$ cat src/design/hcb_pkg.sv
// Shared types and constants for the HSV color blob centroid block.
package hcb_pkg;

  localparam int NUM_W  = 49;
  localparam int DEN_W  = 33;
  localparam int Q_W    = 17;
  localparam int STEP_W = 6;
  localparam int CNT_W  = 21;
  localparam int SUM_W  = 31;

  localparam logic [CNT_W-1:0] CNT_MAX = {CNT_W{1'b1}};
  localparam logic [SUM_W-1:0] SUM_MAX = {SUM_W{1'b1}};
  localparam logic [Q_W-1:0]   Q14_ONE = 17'd16384;

  localparam logic [2:0] REG_STRIDE  = 3'd0;
  localparam logic [2:0] REG_HUE_MIN = 3'd1;
  localparam logic [2:0] REG_HUE_MAX = 3'd2;
  localparam logic [2:0] REG_SAT_MIN = 3'd3;
  localparam logic [2:0] REG_VAL_MIN = 3'd4;
  localparam logic [2:0] REG_FWIDTH  = 3'd5;

  typedef enum logic [3:0] {
    S_IDLE, S_PIX, S_COL, S_ROW, S_SAT, S_HUE, S_ACC,
    S_MUL, S_DIFF, S_AREA, S_CPOS, S_FIN
  } state_t;

  typedef enum logic [2:0] {
    OP_COL, OP_ROW, OP_SAT, OP_HUE, OP_AREA, OP_CPOS
  } op_t;

  typedef struct packed {
    logic load_px;
    logic div_start;
    op_t  div_op;
    logic acc;
    logic mul;
    logic diff;
    logic res_load;
  } cmd_t;

  typedef struct packed {
    logic div_done;
    logic frame_end;
    logic out_free;
  } status_t;

endpackage

$ cat src/design/hcb_div.sv
// Restoring serial divider, one quotient bit per cycle.
module hcb_div (
  input  logic                         clk,
  input  logic                         rst_n,
  input  logic                         start,
  input  logic [hcb_pkg::NUM_W-1:0]    num,
  input  logic [hcb_pkg::DEN_W-1:0]    den,
  input  logic [hcb_pkg::STEP_W-1:0]   steps,
  output logic                         done,
  output logic [hcb_pkg::Q_W-1:0]      quo,
  output logic                         ovf,
  output logic [hcb_pkg::DEN_W-1:0]    rem
);

  logic [hcb_pkg::NUM_W-1:0]  num_r;
  logic [hcb_pkg::DEN_W-1:0]  den_r;
  logic [hcb_pkg::DEN_W-1:0]  rem_r, rem_nxt;
  logic [hcb_pkg::Q_W-1:0]    q_r;
  logic                       ovf_r;
  logic [hcb_pkg::STEP_W-1:0] cnt_r;
  logic                       busy_r, done_r;
  logic [hcb_pkg::DEN_W:0]    rem_sh, rem_sub;
  logic                       ge;

  always_comb begin
    rem_sh  = {rem_r, num_r[hcb_pkg::NUM_W-1]};
    rem_sub = rem_sh - {1'b0, den_r};
    ge      = (rem_sh >= {1'b0, den_r});
    rem_nxt = ge ? rem_sub[hcb_pkg::DEN_W-1:0] : rem_sh[hcb_pkg::DEN_W-1:0];
  end

  always_ff @(posedge clk) begin
    if (!rst_n) begin
      busy_r <= 1'b0;
      done_r <= 1'b0;
    end else begin
      done_r <= 1'b0;
      if (start) begin
        busy_r <= 1'b1;
      end else if (busy_r && cnt_r == hcb_pkg::STEP_W'(1)) begin
        busy_r <= 1'b0;
        done_r <= 1'b1;
      end
    end
  end

  always_ff @(posedge clk) begin
    if (start) begin
      num_r <= num;
      den_r <= den;
      rem_r <= '0;
      q_r   <= '0;
      ovf_r <= 1'b0;
      cnt_r <= steps;
    end else if (busy_r) begin
      num_r <= {num_r[hcb_pkg::NUM_W-2:0], 1'b0};
      rem_r <= rem_nxt;
      q_r   <= {q_r[hcb_pkg::Q_W-2:0], ge};
      ovf_r <= ovf_r | q_r[hcb_pkg::Q_W-1];
      cnt_r <= cnt_r - hcb_pkg::STEP_W'(1);
    end
  end

  assign done = done_r;
  assign quo  = q_r;
  assign ovf  = ovf_r;
  assign rem  = rem_r;

endmodule

$ cat src/design/hcb_ctrl.sv
// Sequencing state machine for the HSV color blob centroid block.
module hcb_ctrl (
  input  logic             clk,
  input  logic             rst_n,
  input  logic             in_valid,
  output logic             in_stall,
  input  hcb_pkg::status_t sts,
  output hcb_pkg::cmd_t    cmd
);

  hcb_pkg::state_t state_r, state_nxt;

  always_ff @(posedge clk) begin
    if (!rst_n) begin
      state_r <= hcb_pkg::S_IDLE;
    end else begin
      state_r <= state_nxt;
    end
  end

  always_comb begin
    state_nxt = state_r;
    in_stall  = 1'b1;
    cmd       = '0;
    cmd.div_op = hcb_pkg::OP_COL;
    case (state_r)
      hcb_pkg::S_IDLE: begin
        in_stall = 1'b0;
        if (in_valid) begin
          cmd.load_px = 1'b1;
          state_nxt   = hcb_pkg::S_PIX;
        end
      end
      hcb_pkg::S_PIX: begin
        cmd.div_start = 1'b1;
        cmd.div_op    = hcb_pkg::OP_COL;
        state_nxt     = hcb_pkg::S_COL;
      end
      hcb_pkg::S_COL: begin
        if (sts.div_done) begin
          cmd.div_start = 1'b1;
          cmd.div_op    = hcb_pkg::OP_ROW;
          state_nxt     = hcb_pkg::S_ROW;
        end
      end
      hcb_pkg::S_ROW: begin
        if (sts.div_done) begin
          cmd.div_start = 1'b1;
          cmd.div_op    = hcb_pkg::OP_SAT;
          state_nxt     = hcb_pkg::S_SAT;
        end
      end
      hcb_pkg::S_SAT: begin
        if (sts.div_done) begin
          cmd.div_start = 1'b1;
          cmd.div_op    = hcb_pkg::OP_HUE;
          state_nxt     = hcb_pkg::S_HUE;
        end
      end
      hcb_pkg::S_HUE: begin
        if (sts.div_done) begin
          state_nxt = hcb_pkg::S_ACC;
        end
      end
      hcb_pkg::S_ACC: begin
        cmd.acc   = 1'b1;
        state_nxt = sts.frame_end ? hcb_pkg::S_MUL : hcb_pkg::S_IDLE;
      end
      hcb_pkg::S_MUL: begin
        cmd.mul   = 1'b1;
        state_nxt = hcb_pkg::S_DIFF;
      end
      hcb_pkg::S_DIFF: begin
        cmd.diff      = 1'b1;
        cmd.div_start = 1'b1;
        cmd.div_op    = hcb_pkg::OP_AREA;
        state_nxt     = hcb_pkg::S_AREA;
      end
      hcb_pkg::S_AREA: begin
        if (sts.div_done) begin
          cmd.div_start = 1'b1;
          cmd.div_op    = hcb_pkg::OP_CPOS;
          state_nxt     = hcb_pkg::S_CPOS;
        end
      end
      hcb_pkg::S_CPOS: begin
        if (sts.div_done) begin
          state_nxt = hcb_pkg::S_FIN;
        end
      end
      hcb_pkg::S_FIN: begin
        if (sts.out_free) begin
          cmd.res_load = 1'b1;
          state_nxt    = hcb_pkg::S_IDLE;
        end
      end
      default: begin
        state_nxt = hcb_pkg::S_IDLE;
      end
    endcase
  end

endmodule

$ cat src/design/hcb_dp.sv
// Datapath: settings, pixel latch, HSV terms, accumulators and result register.
module hcb_dp (
  input  logic                      clk,
  input  logic                      rst_n,
  input  logic                      cfg_we,
  input  logic [2:0]                cfg_index,
  input  logic [10:0]               cfg_data,
  input  logic [7:0]                in_red,
  input  logic [7:0]                in_green,
  input  logic [7:0]                in_blue,
  input  logic [9:0]                in_column,
  input  logic [9:0]                in_row,
  input  logic                      in_frame_end,
  output logic                      out_valid,
  input  logic                      out_stall,
  output logic                      out_seen,
  output logic [20:0]               out_hit_total,
  output logic [20:0]               out_sample_total,
  output logic [16:0]               out_area_fraction,
  output logic signed [15:0]        out_centroid_pos,
  input  hcb_pkg::cmd_t             cmd,
  output hcb_pkg::status_t          sts
);

  logic [4:0]  stride_r;
  logic [7:0]  hue_min_r, hue_max_r, sat_min_r, val_min_r;
  logic [10:0] fwidth_r;

  logic [7:0]  red_r, green_r, blue_r;
  logic [9:0]  col_r, row_r;
  logic        fend_r;

  logic [hcb_pkg::CNT_W-1:0] hit_r, sample_r;
  logic [hcb_pkg::SUM_W-1:0] colsum_r;
  logic [31:0]               prod_r;
  logic [31:0]               abs_r;
  logic                      neg_r;

  logic        col_ok_r, row_ok_r;
  logic [7:0]  sat_r, hue_r;
  logic [16:0] area_r;
  logic [16:0] cq_r;
  logic        covf_r;
  hcb_pkg::op_t op_r;

  logic        out_valid_r;
  logic        seen_r;
  logic [20:0] hit_out_r, sample_out_r;
  logic [16:0] area_out_r;
  logic [15:0] cpos_out_r;

  logic [7:0]  mx, mn, dl;
  logic signed [17:0] rs, gs, bs, ds, hn;
  logic [16:0] hue_num, sat_num;
  logic [4:0]  stride_eff;

  logic [hcb_pkg::NUM_W-1:0]  div_num;
  logic [hcb_pkg::DEN_W-1:0]  div_den;
  logic [hcb_pkg::STEP_W-1:0] div_steps;
  logic                       div_done, div_ovf;
  logic [hcb_pkg::Q_W-1:0]    div_q;
  logic [hcb_pkg::DEN_W-1:0]  div_rem;

  logic        sampled, hit;
  logic [31:0] colsum_add;
  logic [31:0] prod_nxt;
  logic [33:0] diff34, neg34;
  logic [16:0] cmag;
  logic [15:0] cpos_nxt;

  // Configuration registers.
  always_ff @(posedge clk) begin
    if (!rst_n) begin
      stride_r  <= 5'd4;
      hue_min_r <= 8'd35;
      hue_max_r <= 8'd85;
      sat_min_r <= 8'd80;
      val_min_r <= 8'd50;
      fwidth_r  <= 11'd320;
    end else if (cfg_we) begin
      case (cfg_index)
        hcb_pkg::REG_STRIDE:  stride_r  <= cfg_data[4:0];
        hcb_pkg::REG_HUE_MIN: hue_min_r <= cfg_data[7:0];
        hcb_pkg::REG_HUE_MAX: hue_max_r <= cfg_data[7:0];
        hcb_pkg::REG_SAT_MIN: sat_min_r <= cfg_data[7:0];
        hcb_pkg::REG_VAL_MIN: val_min_r <= cfg_data[7:0];
        hcb_pkg::REG_FWIDTH:  fwidth_r  <= cfg_data;
        default: ;
      endcase
    end
  end

  always_ff @(posedge clk) begin
    if (cmd.load_px) begin
      red_r   <= in_red;
      green_r <= in_green;
      blue_r  <= in_blue;
      col_r   <= in_column;
      row_r   <= in_row;
      fend_r  <= in_frame_end;
    end
  end

  // HSV terms from the latched pixel.
  always_comb begin
    mx = red_r;
    if (green_r > mx) mx = green_r;
    if (blue_r > mx)  mx = blue_r;
    mn = red_r;
    if (green_r < mn) mn = green_r;
    if (blue_r < mn)  mn = blue_r;
    dl = mx - mn;
    rs = $signed({10'b0, red_r});
    gs = $signed({10'b0, green_r});
    bs = $signed({10'b0, blue_r});
    ds = $signed({10'b0, dl});
    if (mx == red_r) begin
      hn = 18'sd30 * (gs - bs);
      if (gs < bs) hn = hn + 18'sd180 * ds;
    end else if (mx == green_r) begin
      hn = 18'sd30 * (bs - rs) + 18'sd60 * ds;
    end else begin
      hn = 18'sd30 * (rs - gs) + 18'sd120 * ds;
    end
    hue_num = {hn[15:0], 1'b0} + {9'b0, dl};
    sat_num = 17'({9'b0, dl} * 17'd510) + {9'b0, mx};
    stride_eff = (stride_r == 5'd0) ? 5'd1 : stride_r;
  end

  // Divider operand selection, numerator left-aligned except for the centroid division.
  always_comb begin
    div_num   = '0;
    div_den   = '0;
    div_steps = '0;
    case (cmd.div_op)
      hcb_pkg::OP_COL: begin
        div_num   = {col_r, 39'b0};
        div_den   = {28'b0, stride_eff};
        div_steps = 6'd10;
      end
      hcb_pkg::OP_ROW: begin
        div_num   = {row_r, 39'b0};
        div_den   = {28'b0, stride_eff};
        div_steps = 6'd10;
      end
      hcb_pkg::OP_SAT: begin
        div_num   = {sat_num, 32'b0};
        div_den   = {24'b0, mx, 1'b0};
        div_steps = 6'd17;
      end
      hcb_pkg::OP_HUE: begin
        div_num   = {hue_num, 32'b0};
        div_den   = {24'b0, dl, 1'b0};
        div_steps = 6'd17;
      end
      hcb_pkg::OP_AREA: begin
        div_num   = {hit_r, 28'b0};
        div_den   = {12'b0, sample_r};
        div_steps = 6'd37;
      end
      hcb_pkg::OP_CPOS: begin
        div_num   = {2'b0, abs_r, 15'b0} + {17'b0, prod_r};
        div_den   = {prod_r, 1'b0};
        div_steps = 6'd49;
      end
      default: ;
    endcase
  end

  hcb_div u_div (
    .clk   (clk),
    .rst_n (rst_n),
    .start (cmd.div_start),
    .num   (div_num),
    .den   (div_den),
    .steps (div_steps),
    .done  (div_done),
    .quo   (div_q),
    .ovf   (div_ovf),
    .rem   (div_rem)
  );

  always_ff @(posedge clk) begin
    if (cmd.div_start) op_r <= cmd.div_op;
    if (div_done) begin
      case (op_r)
        hcb_pkg::OP_COL:  col_ok_r <= (div_rem == '0);
        hcb_pkg::OP_ROW:  row_ok_r <= (div_rem == '0);
        hcb_pkg::OP_SAT:  sat_r    <= (mx == 8'd0) ? 8'd0 : div_q[7:0];
        hcb_pkg::OP_HUE:  hue_r    <= (dl == 8'd0) ? 8'd0 : div_q[7:0];
        hcb_pkg::OP_AREA: area_r   <= (sample_r == '0) ? 17'd0 : div_q;
        hcb_pkg::OP_CPOS: begin
          cq_r   <= div_q;
          covf_r <= div_ovf;
        end
        default: ;
      endcase
    end
  end

  always_comb begin
    sampled    = col_ok_r & row_ok_r;
    hit        = sampled && (hue_r >= hue_min_r) && (hue_r <= hue_max_r) &&
                 (sat_r >= sat_min_r) && (mx >= val_min_r);
    colsum_add = {1'b0, colsum_r} + {22'b0, col_r};
    prod_nxt   = {21'b0, fwidth_r} * {11'b0, hit_r};
    diff34     = {2'b0, colsum_r, 1'b0} - {2'b0, prod_r};
    neg34      = 34'd0 - diff34;
    cmag       = (covf_r || cq_r > hcb_pkg::Q14_ONE) ? hcb_pkg::Q14_ONE : cq_r;
    if (hit_r == '0 || fwidth_r == 11'd0) begin
      cpos_nxt = 16'd0;
    end else begin
      cpos_nxt = neg_r ? (16'd0 - cmag[15:0]) : cmag[15:0];
    end
  end

  // Frame accumulators.
  always_ff @(posedge clk) begin
    if (!rst_n) begin
      hit_r    <= '0;
      sample_r <= '0;
      colsum_r <= '0;
    end else if (cmd.res_load) begin
      hit_r    <= '0;
      sample_r <= '0;
      colsum_r <= '0;
    end else if (cmd.acc && sampled) begin
      if (sample_r != hcb_pkg::CNT_MAX) sample_r <= sample_r + 21'd1;
      if (hit) begin
        if (hit_r != hcb_pkg::CNT_MAX) hit_r <= hit_r + 21'd1;
        colsum_r <= colsum_add[31] ? hcb_pkg::SUM_MAX : colsum_add[30:0];
      end
    end
  end

  always_ff @(posedge clk) begin
    if (cmd.mul) prod_r <= prod_nxt;
    if (cmd.diff) begin
      neg_r <= diff34[33];
      abs_r <= diff34[33] ? neg34[31:0] : diff34[31:0];
    end
  end

  // Result register.
  always_ff @(posedge clk) begin
    if (!rst_n) begin
      out_valid_r <= 1'b0;
    end else if (cmd.res_load) begin
      out_valid_r <= 1'b1;
    end else if (!out_stall) begin
      out_valid_r <= 1'b0;
    end
  end

  always_ff @(posedge clk) begin
    if (cmd.res_load) begin
      seen_r       <= (hit_r != '0);
      hit_out_r    <= hit_r;
      sample_out_r <= sample_r;
      area_out_r   <= area_r;
      cpos_out_r   <= cpos_nxt;
    end
  end

  assign out_valid         = out_valid_r;
  assign out_seen          = seen_r;
  assign out_hit_total     = hit_out_r;
  assign out_sample_total  = sample_out_r;
  assign out_area_fraction = area_out_r;
  assign out_centroid_pos  = $signed(cpos_out_r);

  assign sts.div_done  = div_done;
  assign sts.frame_end = fend_r;
  assign sts.out_free  = !out_valid_r || !out_stall;

endmodule

$ cat src/design/hsv_color_blob_centroid.sv
// Top level of the HSV color window blob centroid block.
//
//   channel | direction | handshake            | payload
//   in      | input     | in_valid / in_stall  | red, green, blue, column, row, frame_end
//   out     | output    | out_valid / out_stall| seen, totals, area_fraction, centroid_pos
//   cfg     | input     | cfg_we               | cfg_index, cfg_data
//
// One request is taken at a time. Each pixel makes four passes of the
// shared serial divider (stride tests on column and row, then saturation
// and hue) plus setup and accumulate steps. A frame-end pixel adds the
// area and centroid divisions. Reset is synchronous and active low; it loads
// register defaults and clears the accumulators. The result waits in an
// output register, so a stalled result blocks only the next frame-end, not
// ordinary pixels.
module hsv_color_blob_centroid (
  input  logic               clk,
  input  logic               rst_n,
  input  logic               cfg_we,
  input  logic [2:0]         cfg_index,
  input  logic [10:0]        cfg_data,
  input  logic               in_valid,
  output logic               in_stall,
  input  logic [7:0]         in_red,
  input  logic [7:0]         in_green,
  input  logic [7:0]         in_blue,
  input  logic [9:0]         in_column,
  input  logic [9:0]         in_row,
  input  logic               in_frame_end,
  output logic               out_valid,
  input  logic               out_stall,
  output logic               out_seen,
  output logic [20:0]        out_hit_total,
  output logic [20:0]        out_sample_total,
  output logic [16:0]        out_area_fraction,
  output logic signed [15:0] out_centroid_pos
);

  // Command and status between the sequencer and the datapath.
  hcb_pkg::cmd_t    cmd;
  hcb_pkg::status_t sts;

  hcb_ctrl u_ctrl (
    .clk      (clk),
    .rst_n    (rst_n),
    .in_valid (in_valid),
    .in_stall (in_stall),
    .sts      (sts),
    .cmd      (cmd)
  );

  hcb_dp u_dp (
    .clk               (clk),
    .rst_n             (rst_n),
    .cfg_we            (cfg_we),
    .cfg_index         (cfg_index),
    .cfg_data          (cfg_data),
    .in_red            (in_red),
    .in_green          (in_green),
    .in_blue           (in_blue),
    .in_column         (in_column),
    .in_row            (in_row),
    .in_frame_end      (in_frame_end),
    .out_valid         (out_valid),
    .out_stall         (out_stall),
    .out_seen          (out_seen),
    .out_hit_total     (out_hit_total),
    .out_sample_total  (out_sample_total),
    .out_area_fraction (out_area_fraction),
    .out_centroid_pos  (out_centroid_pos),
    .cmd               (cmd),
    .sts               (sts)
  );

endmodule

$ cat config.mk
export PLATFORM = sky130hd
export DESIGN_NAME = hsv_color_blob_centroid
export DESIGN_NICKNAME = d
export VERILOG_FILES = /design/src/design/hcb_pkg.sv /design/src/design/hcb_div.sv /design/src/design/hcb_ctrl.sv /design/src/design/hcb_dp.sv /design/src/design/hsv_color_blob_centroid.sv
export SDC_FILE = /design/constraint.sdc
export NUM_CORES = 2
export LEC_CHECK = 0
export BUFFER_PORTS_ARGS = -buffer_cell sky130_fd_sc_hd__buf_2
export CORE_ASPECT_RATIO = 0.7
export CORE_MARGIN = 2
export CORE_UTILIZATION = 40
export DETAILED_ROUTE_END_ITERATION = 8
export PLACE_DENSITY = 0.61
export SLEW_MARGIN = 0
export SYNTH_ARGS = -nofsm -noshare
export SYNTH_HDL_FRONTEND = slang
export SYNTH_SLANG_ARGS = --single-unit
$ cat constraint.sdc
create_clock -name clk -period 27.5 [get_ports clk]
set_input_delay 4.125 -clock clk [delete_from_list [all_inputs] [get_ports clk]]
set_output_delay 4.125 -clock clk [all_outputs]
set_load 0.1 [all_outputs]
==> results.md <==
Run status:
- The flow ran to the end, and the final reports show no timing, DRC or antenna violations.

Clocking:
- The TritonCTS buffer count is 55.
- The clock latency on the worst-skew pair is ~0.67 ns.
- In this run the deepest clock path goes through 3 buffers.
- The clock slew seen by the registers of the worst setup and hold paths is 0.07 ns.
- The clock drives approximately 510 sinks.
- The H-tree was split into 2 levels.
- Gates resized during post-CTS repair numbered 0.
- In this run, post-CTS hold repair placed 0 buffers.
- The CTS tree is built.
- Once the clock tree was built, the setup fixing pass inserted 0 buffers.
- The cell chosen for the clock root is clkbuf_16.

STA:
- Summed over all failing endpoints, the final setup total negative slack is 0 ns.
- The number of hold violations in the final report is 0.
- The highest clock rate is 76.9 MHz.
- The shortest period the worst path allows is 13.01 ns.
- For the pin with the worst max-slew slack, the measured transition is roughly 1.3 ns.
- Dividing the final minimum period by the clock period gives 0.473.
- The number of setup violations in the final report is 0.
- Clock skew on the completed layout was measured at ~0.054 ns.
- Across all hold checks on the routed design, the worst slack comes to ~0.42 ns.
- Setup repair after global routing left no endpoint under its margin.
- The count of final max-slew check failures was 0.
- Headroom to the max-slew limit came out at 0.116.

Global route:
- The initial antenna violation count came to 14.
- The overflow left after global routing is 0.
- The global-route wire length before repair is 216000 um.
- The global-route usage over all layers is 0.246.
- The number of global-route vias before repair came to around 35k.
- The largest net degree at the start of global routing is 84.

Synth:
- When the netlist entered floorplanning its net count stood at about 5.6k.
- The most used flip-flop cell after synthesis is edfxtp_1.
- The synthesized design contains 330 enable-type register cells.
- The sequential cell area fraction in the yosys report is 0.302.
- In the post-synthesis netlist, the biggest area contributors are edfxtp_1 (22%), ha_1 (12%), fa_1 (12%).
- The number of standard cells after synthesis is a little under 5k.
- The number of warning messages in the yosys log is 0.
- Dividing the synthesized area by the synthesized cell count gives 9.14 um^2.
- The number of distinct library cells after synthesis is 112.
- edfxtp_1 takes more of the synthesized area than any other cell.
- Counting flops with an async set or reset pin after synthesis yields a share of 0.
- The post-synth design cell area is 0.0447 mm^2.
- The total of flip-flops plus latches after synthesis is a little over 500.
- Of the post-synthesis cell area, the dominant cell type holds 0.222.

Layout:
- Relative to the synthesized area, the layout overhead comes to 9.73%.
- The most common cell after layout, fill and taps aside is inv_1.
- Fill cells in the final layout number around 11k.
- The library cells used most frequently in the layout, excluding fill and tap cells, are inv_1 (587), nand2_1 (489), ha_1 (426).
- The fraction of final layout cells sized beyond drive strength 1 is 0.0761.
- For this run, the post-layout net count is around 5.7k.

Placement:
- The routability congestion estimate from global placement is around 1.
- During placement, the flow inserted port buffers numbering approximately 140.
- Detailed placement finished with a half-perimeter wire length of 113000 um.

Setup path:
- For this design, the slowest cell found on the critical path is nor2b_1.
- The reg-to-reg critical path startpoint is u_dp.green_r[1].
- In this run the worst path has a maximum fanout of 11.
- The number of cells on the worst reg-to-reg path is 40.
- For the worst setup path, the data required time is around 28 ns.
- The class of the most critical setup path is register to register.
- The startpoint type of the worst setup path is a register.
- The critical path's largest stage delay is just under 0.9 ns.
- In this run the register-to-register setup slack is roughly 14 ns.
- The type of element capturing the critical path is a register.
- The capture instance of the worst register-to-register path is u_dp.u_div.num_r[48].
- The data arrival at the endpoint of the critical path is 13.40 ns.

Floorplan:
- The initial utilization of the core area, before any placement, comes to 0.404.
- The floorplan step defined a die boundary enclosing between 0.1 and 0.15 mm^2.
- 142 I/O pins were placed.
- The floorplan core area is between 0.1 and 0.15 mm^2.
- The width of the die is just over 400 um.
- The overall die height is 284 um.
- The number of standard-cell rows in the floorplan is slightly above 100.

Detailed routing:
- Before antenna repair, the detailed router went through 9 iterations.
- After detailed routing, the number of vias per cell comes to between 5 and 6.
- After detailed routing, the total wire length is 143000 um.
- The residual DRC count is 0.
- The remaining number of nets flagged by the antenna check after routing is 0.
- The per-cell routed wire length is roughly 22 um.
- The detailed router placed 36.5k vias in this run.
- In this run, the number of DRC markers left after iteration 0 of detailed routing was 3610.

Min path:
- In this run the worst hold path is classified as register to register.
- The number of cells traversed by the worst hold path is 0.
- The startpoint of the worst hold path is u_dp.area_r[4].
- The capture endpoint of the worst hold path is u_dp.out_area_fraction[4].

Job:
- The number of max-cap violations is 0.
sequential cells by signal (all words and copies together), names as in the netlist, 31 cells and up:
register / cells
u_dp.u_div.den_r: 33
u_dp.prod_r: 32
u_dp.abs_r: 32
u_dp.u_div.rem: 33
u_dp.u_div.num_r: 49
u_dp.colsum_r: 31
critical path: cells and delay by family, from the launching register on:
| kind | cells | cell delay, ns |
|---|---|---|
| AOI/OAI and AO/OA | 21 | 6.86 |
| xor gates and xnor gates | 2 | 0.31 |
| adders and majority gates | 7 | 2.41 |
| buffers and inverters | 2 | 0.27 |
| DFF | 1 | 0.59 |
| muxes | 1 | 0.25 |
| and+or+nand+nor | 7 | 2.02 |
cell usage after synthesis, drive strengths merged (45+ instances only):
library cell,number
a21oi,314
xnor2,237
nand3,115
o21bai,47
nor2b,59
clkbuf,148
a21o,91
xor2,135
o211ai,45
o21ai,222
mux2i,65
edfxtp,330
dfxtp,179
ha,426
inv,592
nand2,490
nor2,337
nand2b,45
and2,122
nor3,81
fa,259
through the flow:
step	setup slack [ns]	instances	cell area, um^2	utilization
after detailed placement	14.80	6383	47100	0.426
after global placement	15.08	6383	47100	0.426
after global routing	13.73	6487	49000	0.443
after floorplan	16.90	4889	44700	-
final	14.49	6491	49000	0.443
after CTS	14.72	6487	49000	0.443
layout make-up:
cell class | instances | area [um^2] | area share
multi-input cells | 3621 | 28400 | 0.579
diodes | 4 | 10.0 | 0.000204
flip-flops and latches | 509 | 13500 | 0.275
clock inverters | 34 | 363 | 0.00740
repair buffers | 204 | 1180 | 0.0240
well taps | 1456 | 1820 | 0.0372
clock buffers | 70 | 1570 | 0.0320
inverters | 593 | 2230 | 0.0454
per-layer routing:
layer | vias to the layer above | track usage | routed length, um | share of wire
met3 | 128 | 0.0498 | 13300 | 0.093
met1 | 17900 | 0.394 | 71000 | 0.50
met4 | 4 | 0.0429 | 2380 | 0.017
met2 | 1354 | 0.337 | 55900 | 0.39
li1 | 17100 | - | - | -
met5 | - | 0 | 24 | 0.00017
how the worst max path moves through the flow:
stage | start | end | depth (start not counted) | slack, ns
3_5_place_dp | u_dp.green_r[1] | u_dp.u_div.num_r[48] | 40 | 14.80
3_3_place_gp | u_dp.green_r[1] | u_dp.u_div.num_r[48] | 40 | 15.08
4_1_cts | u_dp.green_r[1] | u_dp.u_div.num_r[47] | 39 | 14.72
2_1_floorplan | u_dp.green_r[1] | u_dp.u_div.num_r[48] | 44 | 16.90
6_report | u_dp.green_r[1] | u_dp.u_div.num_r[48] | 40 | 14.49
5_1_grt | u_dp.green_r[1] | u_dp.u_div.num_r[47] | 39 | 13.73
cell families (layout without fill, tap and decap cells):
logic type | count (synthesis) | after routing | synth area share
other | 0 | 4 | 0
AO/OA/AOI/OAI | 1041 | 1041 | 0.153
multiplexers | 72 | 72 | 0.0164
adder cells (fa/ha/maj) | 691 | 691 | 0.237
flip-flops | 509 | 509 | 0.302
buffers and inverters | 759 | 901 | 0.0647
XOR/XNOR | 374 | 374 | 0.0739
AND/OR/NAND/NOR | 1443 | 1443 | 0.153
Power is left out: the tool's default activity adds up to more than one toggle a clock period on the data nets, which glitch-free logic cannot reach.
